===== config.mk =====
export PLATFORM = sky130hd
export DESIGN_NAME = point_in_polygon_test_top
export DESIGN_NICKNAME = d
export VERILOG_FILES = /design/src/rtl/pip_pkg.sv /design/src/rtl/pip_vmem.sv /design/src/rtl/pip_edge_unit.sv /design/src/rtl/point_in_polygon_test_top.sv
export SDC_FILE = /design/constraint.sdc
export NUM_CORES = 2
export LEC_CHECK = 0
export BUFFER_PORTS_ARGS = -buffer_cell sky130_fd_sc_hd__buf_4
export CELL_PAD_IN_SITES_DETAIL_PLACEMENT = 0
export CELL_PAD_IN_SITES_GLOBAL_PLACEMENT = 1
export CORE_AREA = 2 2 357 359
export DETAILED_ROUTE_END_ITERATION = 16
export DIE_AREA = 0 0 359 361
export PLACE_DENSITY = 0.68
export SLEW_MARGIN = 40
export SYNTH_ARGS = -nofsm -noshare
export SYNTH_HDL_FRONTEND = slang
export SYNTH_SLANG_ARGS = --single-unit

===== constraint.sdc =====
create_clock -name clk -period 9.45 [get_ports clk]
set_input_delay 0.945 -clock clk [delete_from_list [all_inputs] [get_ports clk]]
set_output_delay 0.945 -clock clk [all_outputs]
set_load 0.005 [all_outputs]

===== src/rtl/pip_pkg.sv =====
// shared types and constants of the point-in-polygon test block
package pip_pkg;

  localparam int PIP_MAX_VERTICES = 16;
  localparam int COORD_BITS       = 16;
  localparam int PIP_MIN_VERTICES = 3;
  localparam int PIP_DIFF_BITS    = COORD_BITS + 1;
  localparam int PIP_PROD_BITS    = 2 * PIP_DIFF_BITS;

  localparam logic OP_LOAD  = 1'b0;
  localparam logic OP_QUERY = 1'b1;

  typedef struct packed {
    logic                         opcode;
    logic                         first_vertex;
    logic signed [COORD_BITS-1:0] coord_x;
    logic signed [COORD_BITS-1:0] coord_y;
  } in_item_t;

  typedef struct packed {
    logic inside_res;
    logic too_few_vertices;
    logic polygon_truncated;
  } out_result_t;

  typedef struct packed {
    logic [COORD_BITS-1:0] x;
    logic [COORD_BITS-1:0] y;
  } vertex_t;

  // one step of the shared edge unit per cycle
  typedef struct packed {
    logic load_diff;
    logic mul_first;
    logic mul_second;
  } edge_ctrl_t;

endpackage


===== src/rtl/pip_vmem.sv =====
// vertex memory: one write port, one registered read port
module pip_vmem import pip_pkg::*; #(
  parameter int DEPTH = PIP_MAX_VERTICES,
  parameter int AW    = $clog2(PIP_MAX_VERTICES)
) (
  input  logic          clk,
  input  logic          wr_en,
  input  logic [AW-1:0] wr_addr,
  input  vertex_t       wr_data,
  input  logic          rd_en,
  input  logic [AW-1:0] rd_addr,
  output vertex_t       rd_data
);

  vertex_t mem [DEPTH];
  vertex_t rd_data_r;

  always_ff @(posedge clk) begin
    if (wr_en) begin
      mem[wr_addr] <= wr_data;
    end
    if (rd_en) begin
      rd_data_r <= mem[rd_addr];
    end
  end

  assign rd_data = rd_data_r;

endmodule


===== src/rtl/pip_edge_unit.sv =====
// shared edge unit: differences, one multiplier used twice, signed compare
module pip_edge_unit import pip_pkg::*; (
  input  logic       clk,
  input  edge_ctrl_t ctrl,
  input  vertex_t    vert_a,
  input  vertex_t    vert_b,
  input  vertex_t    point,
  output logic       edge_hit
);

  localparam int DW = PIP_DIFF_BITS;
  localparam int PW = PIP_PROD_BITS;
  localparam int MSB = COORD_BITS - 1;

  logic signed [DW-1:0] ax, ay, bx, by, px, py;
  logic signed [DW-1:0] dx_r, dy_r, ex_r, d_r;
  logic                 off_span_r, horiz_r;
  logic signed [DW-1:0] mul_a, mul_b;
  logic signed [PW-1:0] prod_c, prod_r, p1_r;
  logic                 d_pos, ge, le;

  assign ax = $signed({vert_a.x[MSB], vert_a.x});
  assign ay = $signed({vert_a.y[MSB], vert_a.y});
  assign bx = $signed({vert_b.x[MSB], vert_b.x});
  assign by = $signed({vert_b.y[MSB], vert_b.y});
  assign px = $signed({point.x[MSB], point.x});
  assign py = $signed({point.y[MSB], point.y});

  // first pass: (py-ay)*(bx-ax), second pass: (px-ax)*(by-ay)
  assign mul_a  = ctrl.mul_second ? ex_r : dy_r;
  assign mul_b  = ctrl.mul_second ? d_r  : dx_r;
  assign prod_c = PW'(mul_a) * PW'(mul_b);

  always_ff @(posedge clk) begin
    if (ctrl.load_diff) begin
      dx_r       <= bx - ax;
      dy_r       <= py - ay;
      ex_r       <= px - ax;
      d_r        <= by - ay;
      off_span_r <= ((ay > py) && (by > py)) || ((ay < py) && (by < py));
      horiz_r    <= (ay == by);
    end
    if (ctrl.mul_first || ctrl.mul_second) begin
      prod_r <= prod_c;
    end
    if (ctrl.mul_second) begin
      p1_r <= prod_r;
    end
  end

  assign d_pos = !d_r[DW-1];
  assign ge    = (p1_r >= prod_r);
  assign le    = (p1_r <= prod_r);

  assign edge_hit = !off_span_r && (horiz_r || (d_pos ? ge : le));

endmodule


===== src/rtl/point_in_polygon_test_top.sv =====
// top level of the point-in-polygon test: vertex store, sequencer, result register
//
// Loads one polygon vertex per beat and answers point queries by the crossing
// number (even-odd) rule. A load beat (opcode 0) leaves busy low and
// gives no result; first_vertex set on a load starts a new polygon and clears
// the truncation flag. Loads past MAX_VERTICES are dropped and raise
// polygon_truncated on every later result until the next first vertex.
// A query beat (opcode 1) with n stored vertices (n >= 3) keeps busy high
// from the accepting edge until its result: S_RD0 and S_LDA fetch vertex 0,
// then each closed edge passes a memory read, a difference stage, two passes
// through the single 17x17 multiplier and the compare (S_RD to S_CMP). That
// multiplier and the single memory read port set the walk's length. With fewer
// than three vertices the result comes the cycle after the accepting edge and
// busy stays low. Each result is shown for exactly one cycle with out_strobe
// high, and there is no way to hold it off: the receiver must take it then.
// A new beat may be accepted in the same cycle that a result is shown.
module point_in_polygon_test_top import pip_pkg::*; #(
  parameter int MAX_VERTICES = PIP_MAX_VERTICES
) (
  input  logic        clk,
  input  logic        rst_n,
  input  logic        start,
  input  in_item_t    in_item,
  output logic        busy,
  output logic        out_strobe,
  output out_result_t out_result
);

  localparam int AW = $clog2(MAX_VERTICES);
  localparam int CW = $clog2(MAX_VERTICES + 1);

  // sequencer states
  localparam logic [2:0] S_IDLE = 3'd0;
  localparam logic [2:0] S_RD0  = 3'd1;  // read vertex 0
  localparam logic [2:0] S_LDA  = 3'd2;  // vertex 0 becomes edge start
  localparam logic [2:0] S_RD   = 3'd3;  // read edge end vertex
  localparam logic [2:0] S_DIF  = 3'd4;  // differences and span test
  localparam logic [2:0] S_M1   = 3'd5;  // first product
  localparam logic [2:0] S_M2   = 3'd6;  // second product
  localparam logic [2:0] S_CMP  = 3'd7;  // compare and count

  logic [2:0]    state_r, state_nxt;
  logic [CW-1:0] count_r, count_nxt;
  logic          drop_r, drop_nxt;
  logic [CW-1:0] idx_r, idx_nxt;
  logic          parity_r, parity_nxt;
  vertex_t       point_r, point_nxt;
  vertex_t       vert_a_r, vert_a_nxt;
  logic          out_strobe_r, out_strobe_nxt;
  out_result_t   out_res_r, out_res_nxt;

  logic          accept;
  logic [CW-1:0] base;
  logic          room;
  logic          wr_en;
  logic          rd_en;
  logic [AW-1:0] rd_addr;
  vertex_t       rd_data;
  vertex_t       in_vertex;
  edge_ctrl_t    edge_ctrl;
  logic          edge_hit;
  logic          last_edge;

  assign busy   = (state_r != S_IDLE);
  assign accept = start && !busy;

  assign in_vertex.x = in_item.coord_x;
  assign in_vertex.y = in_item.coord_y;

  // load path: a first vertex restarts the fill from slot zero
  assign base  = in_item.first_vertex ? '0 : count_r;
  assign room  = (base < CW'(MAX_VERTICES));
  assign wr_en = accept && (in_item.opcode == OP_LOAD) && room;

  // closing edge wraps back to vertex 0
  assign last_edge = (idx_r == count_r);
  assign rd_en     = (state_r == S_RD0) || (state_r == S_RD);
  assign rd_addr   = ((state_r == S_RD0) || last_edge) ? '0 : idx_r[AW-1:0];

  assign edge_ctrl.load_diff  = (state_r == S_DIF);
  assign edge_ctrl.mul_first  = (state_r == S_M1);
  assign edge_ctrl.mul_second = (state_r == S_M2);

  pip_vmem #(
    .DEPTH (MAX_VERTICES),
    .AW    (AW)
  ) u_vmem (
    .clk     (clk),
    .wr_en   (wr_en),
    .wr_addr (base[AW-1:0]),
    .wr_data (in_vertex),
    .rd_en   (rd_en),
    .rd_addr (rd_addr),
    .rd_data (rd_data)
  );

  pip_edge_unit u_edge (
    .clk      (clk),
    .ctrl     (edge_ctrl),
    .vert_a   (vert_a_r),
    .vert_b   (rd_data),
    .point    (point_r),
    .edge_hit (edge_hit)
  );

  always_comb begin
    state_nxt      = state_r;
    count_nxt      = count_r;
    drop_nxt       = drop_r;
    idx_nxt        = idx_r;
    parity_nxt     = parity_r;
    point_nxt      = point_r;
    vert_a_nxt     = vert_a_r;
    out_strobe_nxt = 1'b0;
    out_res_nxt    = out_res_r;

    unique case (state_r)
      S_IDLE: begin
        if (accept) begin
          if (in_item.opcode == OP_LOAD) begin
            if (in_item.first_vertex) begin
              drop_nxt = 1'b0;
            end
            if (room) begin
              count_nxt = base + CW'(1);
            end else begin
              drop_nxt = 1'b1;
            end
          end else if (count_r < CW'(PIP_MIN_VERTICES)) begin
            // too few vertices: answer at once, inside forced low
            out_strobe_nxt                = 1'b1;
            out_res_nxt.inside_res        = 1'b0;
            out_res_nxt.too_few_vertices  = 1'b1;
            out_res_nxt.polygon_truncated = drop_r;
          end else begin
            point_nxt  = in_vertex;
            parity_nxt = 1'b0;
            state_nxt  = S_RD0;
          end
        end
      end
      S_RD0: begin
        state_nxt = S_LDA;
      end
      S_LDA: begin
        vert_a_nxt = rd_data;
        idx_nxt    = CW'(1);
        state_nxt  = S_RD;
      end
      S_RD: begin
        state_nxt = S_DIF;
      end
      S_DIF: begin
        state_nxt = S_M1;
      end
      S_M1: begin
        state_nxt = S_M2;
      end
      S_M2: begin
        state_nxt = S_CMP;
      end
      S_CMP: begin
        parity_nxt = parity_r ^ edge_hit;
        vert_a_nxt = rd_data;
        if (last_edge) begin
          out_strobe_nxt                = 1'b1;
          out_res_nxt.inside_res        = parity_r ^ edge_hit;
          out_res_nxt.too_few_vertices  = 1'b0;
          out_res_nxt.polygon_truncated = drop_r;
          state_nxt                     = S_IDLE;
        end else begin
          idx_nxt   = idx_r + CW'(1);
          state_nxt = S_RD;
        end
      end
      default: begin
        state_nxt = S_IDLE;
      end
    endcase
  end

  always_ff @(posedge clk) begin
    if (!rst_n) begin
      state_r      <= S_IDLE;
      count_r      <= '0;
      drop_r       <= 1'b0;
      out_strobe_r <= 1'b0;
    end else begin
      state_r      <= state_nxt;
      count_r      <= count_nxt;
      drop_r       <= drop_nxt;
      out_strobe_r <= out_strobe_nxt;
    end
  end

  // datapath registers need no reset
  always_ff @(posedge clk) begin
    idx_r     <= idx_nxt;
    parity_r  <= parity_nxt;
    point_r   <= point_nxt;
    vert_a_r  <= vert_a_nxt;
    out_res_r <= out_res_nxt;
  end

  assign out_strobe = out_strobe_r;
  assign out_result = out_res_r;

endmodule


Word level (Yosys, flattened, before mapping)
Memories as Yosys holds them, arrays and structs flattened. A register that Yosys moved wholly into a read port is not among the register bits.
Index checks and enable logic that the tools add are counted.

storage, ports and cells
  register bits = 221
  memory bits (writable) = 512
  bits of input ports = 37
  output and inout port bits = 5
  logic and storage cells = 111
  memories kept = 1

memories
  name        words  width  read ports  clocked after Yosys merged registers in  write ports  line            RTL
  u_vmem.mem  16     32     1           1                                        1            pip_vmem.sv:15  vertex_t mem [DEPTH];

operators by class
  add/subtract/negate cells = 6
  $mul = 1
  $lt $le $gt $ge = 8
  eq/ne operators = 16
  multiplexer cells = 30
  bitwise logic cells = 3
  reduce and logical (&&, ||, !) cells = 25

operator list
  kind                                                                   number
  16-bit by 16-bit subtractor with 17-bit output                         4
  34-bit greater-or-equal comparator                                     1
  34-bit <= comparator                                                   1
  17-bit by 17-bit multiplier with 34-bit output                         1
  17-bit 2-to-1 mux                                                      2
  16-bit > comparator                                                    2
  16-bit < comparator                                                    2
  3-bit one-hot mux with 8 select lines                                  1
  3-bit 2-to-1 mux                                                       7
  16-bit == test                                                         1
  4-bit AND reduction                                                    4
  2-bit != test (second input constant)                                  7
  3-bit == test (second input constant)                                  4
  1-bit 2-to-1 mux                                                       12
  5-bit by 1-bit adder with 5-bit output (second input constant)         2
  5-bit 2-to-1 mux                                                       2
  5-bit one-hot mux with 2 select lines                                  1
  3-bit by 2-bit == test with 1-bit output (second input constant)       2
  1-bit logical AND                                                      6
  3-bit one-hot mux with 2 select lines                                  1
  5-bit == test                                                          1
  1-bit logical OR                                                       5
  5-bit by 2-bit < comparator with 1-bit output (second input constant)  1
  5-bit < comparator (second input constant)                             1
  other kinds (14)                                                       18

Longest topological paths before layout
  depth after elaboration = 7
  gate-level depth with buffers = 29
  gate-level depth less buffers = 26

By module
Synthesis repeated with hierarchy kept, for this count alone.

unflattened totals
  cell total of the unflattened synthesis = 3,038
  area, all modules = 42,972.5 um^2

modules (own cells, without submodules)
  module                     times used  cells an instance  area an instance (um^2)  seq. area each (um^2)
  pip_vmem                   1           838                20,155.6                 16,335.7
  pip_edge_unit              1           2,011              19,731.4                 4,144.0
  point_in_polygon_test_top  1           189                3,085.5                  2,392.3

Least setup slack after synthesis
Ideal clock, no wire load.

  path type = flip-flop to flip-flop
  from = register state_r[0]
  to = register u_edge.prod_r[27] (data pin)
  setup time = 262 ps
  arrival = 7,374 ps
  data required time = 9,188 ps
  path slack = 1,814 ps
  stages on the path, launching flop included = 28
  buffers on the path = 2
  period minus slack after synthesis = 7,636 ps
  cells stage by stage = dfxtp_1 > buf_2 > nand3b_1 > clkinv_1 > clkbuf_1 > nand2_1 > nand2_1 > nand2_1 > fa_1 > inv_1 > fa_1 > inv_1 > fa_1 > inv_1 > fa_1 > fa_1 > inv_1 > fa_1 > inv_1 > ha_1 > and3_1 > nor2b_1 > a221oi_1 > o22ai_1 > or3_1 > a21oi_1 > o21bai_1 > xor2_1

between the ends
  longest elaborated chain between the ends = 3
  elaborated cells between the ends (all ways) = 4
  those cells by class = 1 x mul; 1 x eq/ne; 2 x mux

ends and longest elaborated chain
  what                                                line                                      RTL
  start, declared                                     point_in_polygon_test_top.sv:42           logic [2:0] state_r, state_nxt;
  start signal, assigned                              point_in_polygon_test_top.sv:189          state_r <= state_nxt;
  3-bit == test (*)                                   point_in_polygon_test_top.sv:82           assign edge_ctrl.mul_second = (state_r == S_M2);
  17-bit 2-to-1 mux (on tied branches)                pip_edge_unit.sv:30, pip_edge_unit.sv:31
  17-bit by 17-bit multiplier with 34-bit output (*)  pip_edge_unit.sv:32                       assign prod_c = PW'(mul_a) * PW'(mul_b);
  via u_edge.prod_c[27]                               pip_edge_unit.sv:19                       logic signed [PW-1:0] prod_c, prod_r, p1_r;
  end signal, assigned                                pip_edge_unit.sv:44                       prod_r <= prod_c;
  end, declared                                       pip_edge_unit.sv:19

The timed path passes the listed nets; every way through them passes the cells marked *.
A chain may end at the register's enable or synchronous reset.

Worst setup path after layout
  from = register state_r[2]
  to = register u_edge.prod_r[33] (data pin)

The elaborated chain is that of the path after synthesis.

==> results by group <==
Critical path
  – CP endpoint kind: flop
  – RR Endpoint: u_edge.prod_r[33]
  – Worst R2R Path Depth: 26
  – R2R setup slack: 1.51 ns
  – Critical path required time: 9.80 ns
  – Max FO, Critical Path: 26
  – Reg2reg start: state_r[2]
  – Crit Path Class: flop to flop
  – Max incr delay on CP: 0.57 ns
  – Critical Path AT: 8.29 ns
  – Critical Path Most Common Cell: fa_1
  – Slowest stage cell, crit path: fa_1
  – CP Launch Type: flop

Placed design
  – Routability-driven placement congestion ratio: 0.874
  – Placed cell area: 46300 um^2
  – DP HPWL: 70900 um
  – Port Buf Inserts: 41

Pwr
  – Cell-internal power: 5.57 mW
  – Design Power: 6.99 mW
  – Flop pwr share: 53.3%
  – Clock power frac: 45.1%
  – Switching Share: 20.2%
  – Net switching power figure: 1.41 mW
  – Pleak: 19.2 nW
  – Peak supply drop: 131 uV
  – Combinational share of power: 1.5%
  – Pwr Density: 143 nW/um^2

Run
  – Max_cap viols: 0

Synthesis
  – Asr flop ratio synth: 0%
  – Yosys top cell by area: edfxtp_1
  – YS warnings: 0
  – Cell variety after synth: 72
  – Synth Instances: 3414
  – Top FF cell, synth: edfxtp_1
  – Synth area leaders: edfxtp_1, fa_1, ha_1, inv_1, nor2_1
  – EDFF count, synth: 755
  – Syn Std Cell Area: 43800 um^2
  – Yosys top cell area share: 51.8%
  – Sequential fraction of the synthesis area: 52.2%
  – Syn Area/Cell: 12.8 um^2
  – Syn_nets: 3956
  – Yosys reg bits: 765

Floorplanning
  – Die height: 361 um
  – Rows: 130
  – Core box area: 125000 um^2
  – Die width: 359 um
  – Initial core utilization: 34.9%
  – Die ar.: 130000 um^2
  – I/O pins: 42

Drt
  – Final WL: 104000 um
  – Via count: 26018
  – Antenna-violating nets left: 0
  – DR iter-0 viols: 1852
  – Routed len/inst: 20.1 um
  – Vias per cell: 5.01
  – First-pass detailed-route iteration total: 6
  – # DRC: 0

Clocking
  – Clock tree from TritonCTS: yes
  – Clk_lat worst skew: 0.65 ns
  – CTS Hold Bufs: 0
  – CTS sink count: 765
  – Setup Fix Bufs, Post-CTS: 0
  – H-tree levels: 3
  – CTS Buffer Depth: 3
  – Root buffer cell: clkbuf_16
  – Post-CTS sizing: 0
  – Clk pin slew, worst setup/hold paths: 0.06 ns
  – CTS buffer count: 81

Outcome
  – Outcome: completed

Final layout
  – Post-layout util: 39.0%
  – Post-route cell area: 49000 um^2
  – # fillers: 11870
  – Final #Nets: 4020
  – Share of layout cells above drive strength 1: 9.79%
  – Syn-to-layout area delta: 11.8%

Worst hold path
  – Hold path cells: 0
  – Hold Path Class: flop to flop
  – Endpoint, Worst Hold: u_edge.p1_r[9]
  – Min-delay src: u_edge.prod_r[9]

Timing
  – Final setup fails: 0
  – Setup TNS: 0 ns
  – Tcrit/Tclk final: 84.0%
  – Max Clk Rate: 126 MHz
  – Clk_skew: 0.0400 ns
  – Slew Viols, Final: 0
  – Rel. slew slack: 35.1%
  – Final hold vios: 0
  – Unrepaired setup endpoints after global routing: no
  – Tmin final: 7.94 ns
  – Tightest Pin Transition: 0.962 ns

Global route
  – Pin count of the biggest net entering global routing: 95
  – GRT Residual Overflow: 0
  – Vias in the first global route: 26495
  – First-pass GRT wire length: 161000 um
  – Total Routing Usage GR: 16.1%
  – Initial antenna violation count: 1
-- routing by layer --
| metal | GRT usage (%) | vias up | part of all wire (%) | wire (um) |
|---|---|---|---|---|
| li1 | - | 12152 | - | - |
| met1 | 21.8 | 13166 | 46 | 47500 |
| met2 | 27.2 | 577 | 48 | 50200 |
| met3 | 2.47 | 121 | 4.3 | 4530 |
| met4 | 3.57 | 2 | 1.9 | 1970 |
| met5 | 0 | - | 0.0096 | 10 |
-- critical path, delay by kind of cell, from the launching register on --
kind	cells	cell delay (ns)
xor gates and xnor gates	1	0.08
AOI/OAI and AO/OA	5	1.46
and+or+nand+nor	6	1.36
adders and majority gates	7	3.35
DFF	1	0.53
buffers and inverters	7	0.88
-- kinds of logic (layout without fill, tap and decap cells) --
logic type | after synthesis | after routing | share of synthesized area (%)
other | 0 | 1 | 0
AOI/OAI and AO/OA | 488 | 488 | 7.64
and+or+nand+nor | 892 | 892 | 9.08
muxes | 132 | 132 | 4.85
adders and majority gates | 505 | 505 | 19.6
xor gates and xnor gates | 85 | 85 | 1.70
DFF | 765 | 765 | 52.2
buffers and inverters | 547 | 678 | 4.95
-- worst max path at each step --
stage / start / endpoint
5_1_grt: state_r[2] / u_edge.prod_r[33]
4_1_cts: state_r[2] / u_edge.prod_r[33]
3_5_place_dp: state_r[2] / u_edge.prod_r[33]
3_3_place_gp: state_r[1] / u_edge.prod_r[33]
2_1_floorplan: state_r[0] / u_edge.prod_r[27]
6_report: state_r[2] / u_edge.prod_r[33]
-- placed cells by master, fill, tap and decap left out, drive strengths merged, types with 50 or more instances in the layout --
cell type  instances
edfxtp           755
inv              430
nor2             398
fa               300
nand2            250
ha               205
a21oi            172
buf              102
clkbuf            97
mux2i             68
mux4              64
xnor2             61
nand2b            50
-- area by class of cell --
cell class / count / area (um^2) / share of cell area, %
Inverter: 426 / 1600 / 3.27
Clock inverter: 53 / 527 / 1.08
Multi-Input combinational cell: 2102 / 19000 / 38.7
Sequential cell: 765 / 22900 / 46.7
Clock buffer: 97 / 2130 / 4.35
Timing Repair Buffer: 102 / 805 / 1.64
Antenna cell: 1 / 2.50 / 0.00511
Tap cell: 1650 / 2060 / 4.22
-- flip-flops by register name (all words and copies together) (netlist names) --
register           flops
u_edge.dy_r           17
u_edge.off_span_r      1
out_result             3
drop_r                 1
u_edge.prod_r         34
u_edge.p1_r           34
parity_r               1
state_r                3
u_edge.dx_r           17
u_edge.horiz_r         1
count_r                5
u_vmem.rd_data        32
idx_r                  5
out_strobe             1
u_vmem.mem           512
u_edge.d_r            17
u_edge.ex_r           17
vert_a_r              32
point_r               32
-- cell usage after synthesis, types with 23 or more instances --
| library cell | count |
|---|---|
| edfxtp_1 | 755 |
| inv_1 | 424 |
| nor2_1 | 398 |
| fa_1 | 300 |
| nand2_1 | 248 |
| ha_1 | 205 |
| a21oi_1 | 171 |
| mux2i_1 | 68 |
| clkbuf_1 | 66 |
| mux4_2 | 64 |
| xnor2_1 | 61 |
| nand2b_1 | 50 |
| a211oi_1 | 43 |
| buf_2 | 43 |
| o21ai_0 | 42 |
| a211o_1 | 37 |
| nor3b_1 | 37 |
| o221ai_1 | 34 |
| a21o_1 | 27 |
| nor2b_1 | 26 |
| nand3_1 | 24 |
| nor3_1 | 24 |
| xor2_1 | 24 |
| o21a_1 | 23 |
-- per-stage QoR --
| step | std cells | hold WS [ns] | worst slack [ns] |
|---|---|---|---|
| floorplan | 3414 | 0.409 | 1.81 |
| global placement | 5044 | 0.419 | 1.14 |
| detailed placement | 5045 | 0.432 | 1.57 |
| CTS | 5195 | 0.448 | 1.53 |
| global route | 5195 | 0.460 | 0.980 |
| finish | 5196 | 0.447 | 1.51 |
-- power by group through the flow --
stage          Clock, mW  Combinational [mW]  Sequential, mW
2_1_floorplan          0              0.0468            3.80
3_3_place_gp           0               0.108            3.80
3_5_place_dp           0               0.109            3.80
4_1_cts             3.24               0.110            3.73
5_1_grt             3.36               0.120            3.72
6_report            3.15               0.108            3.73
Note: power is estimated with default switching activity, not from simulation.
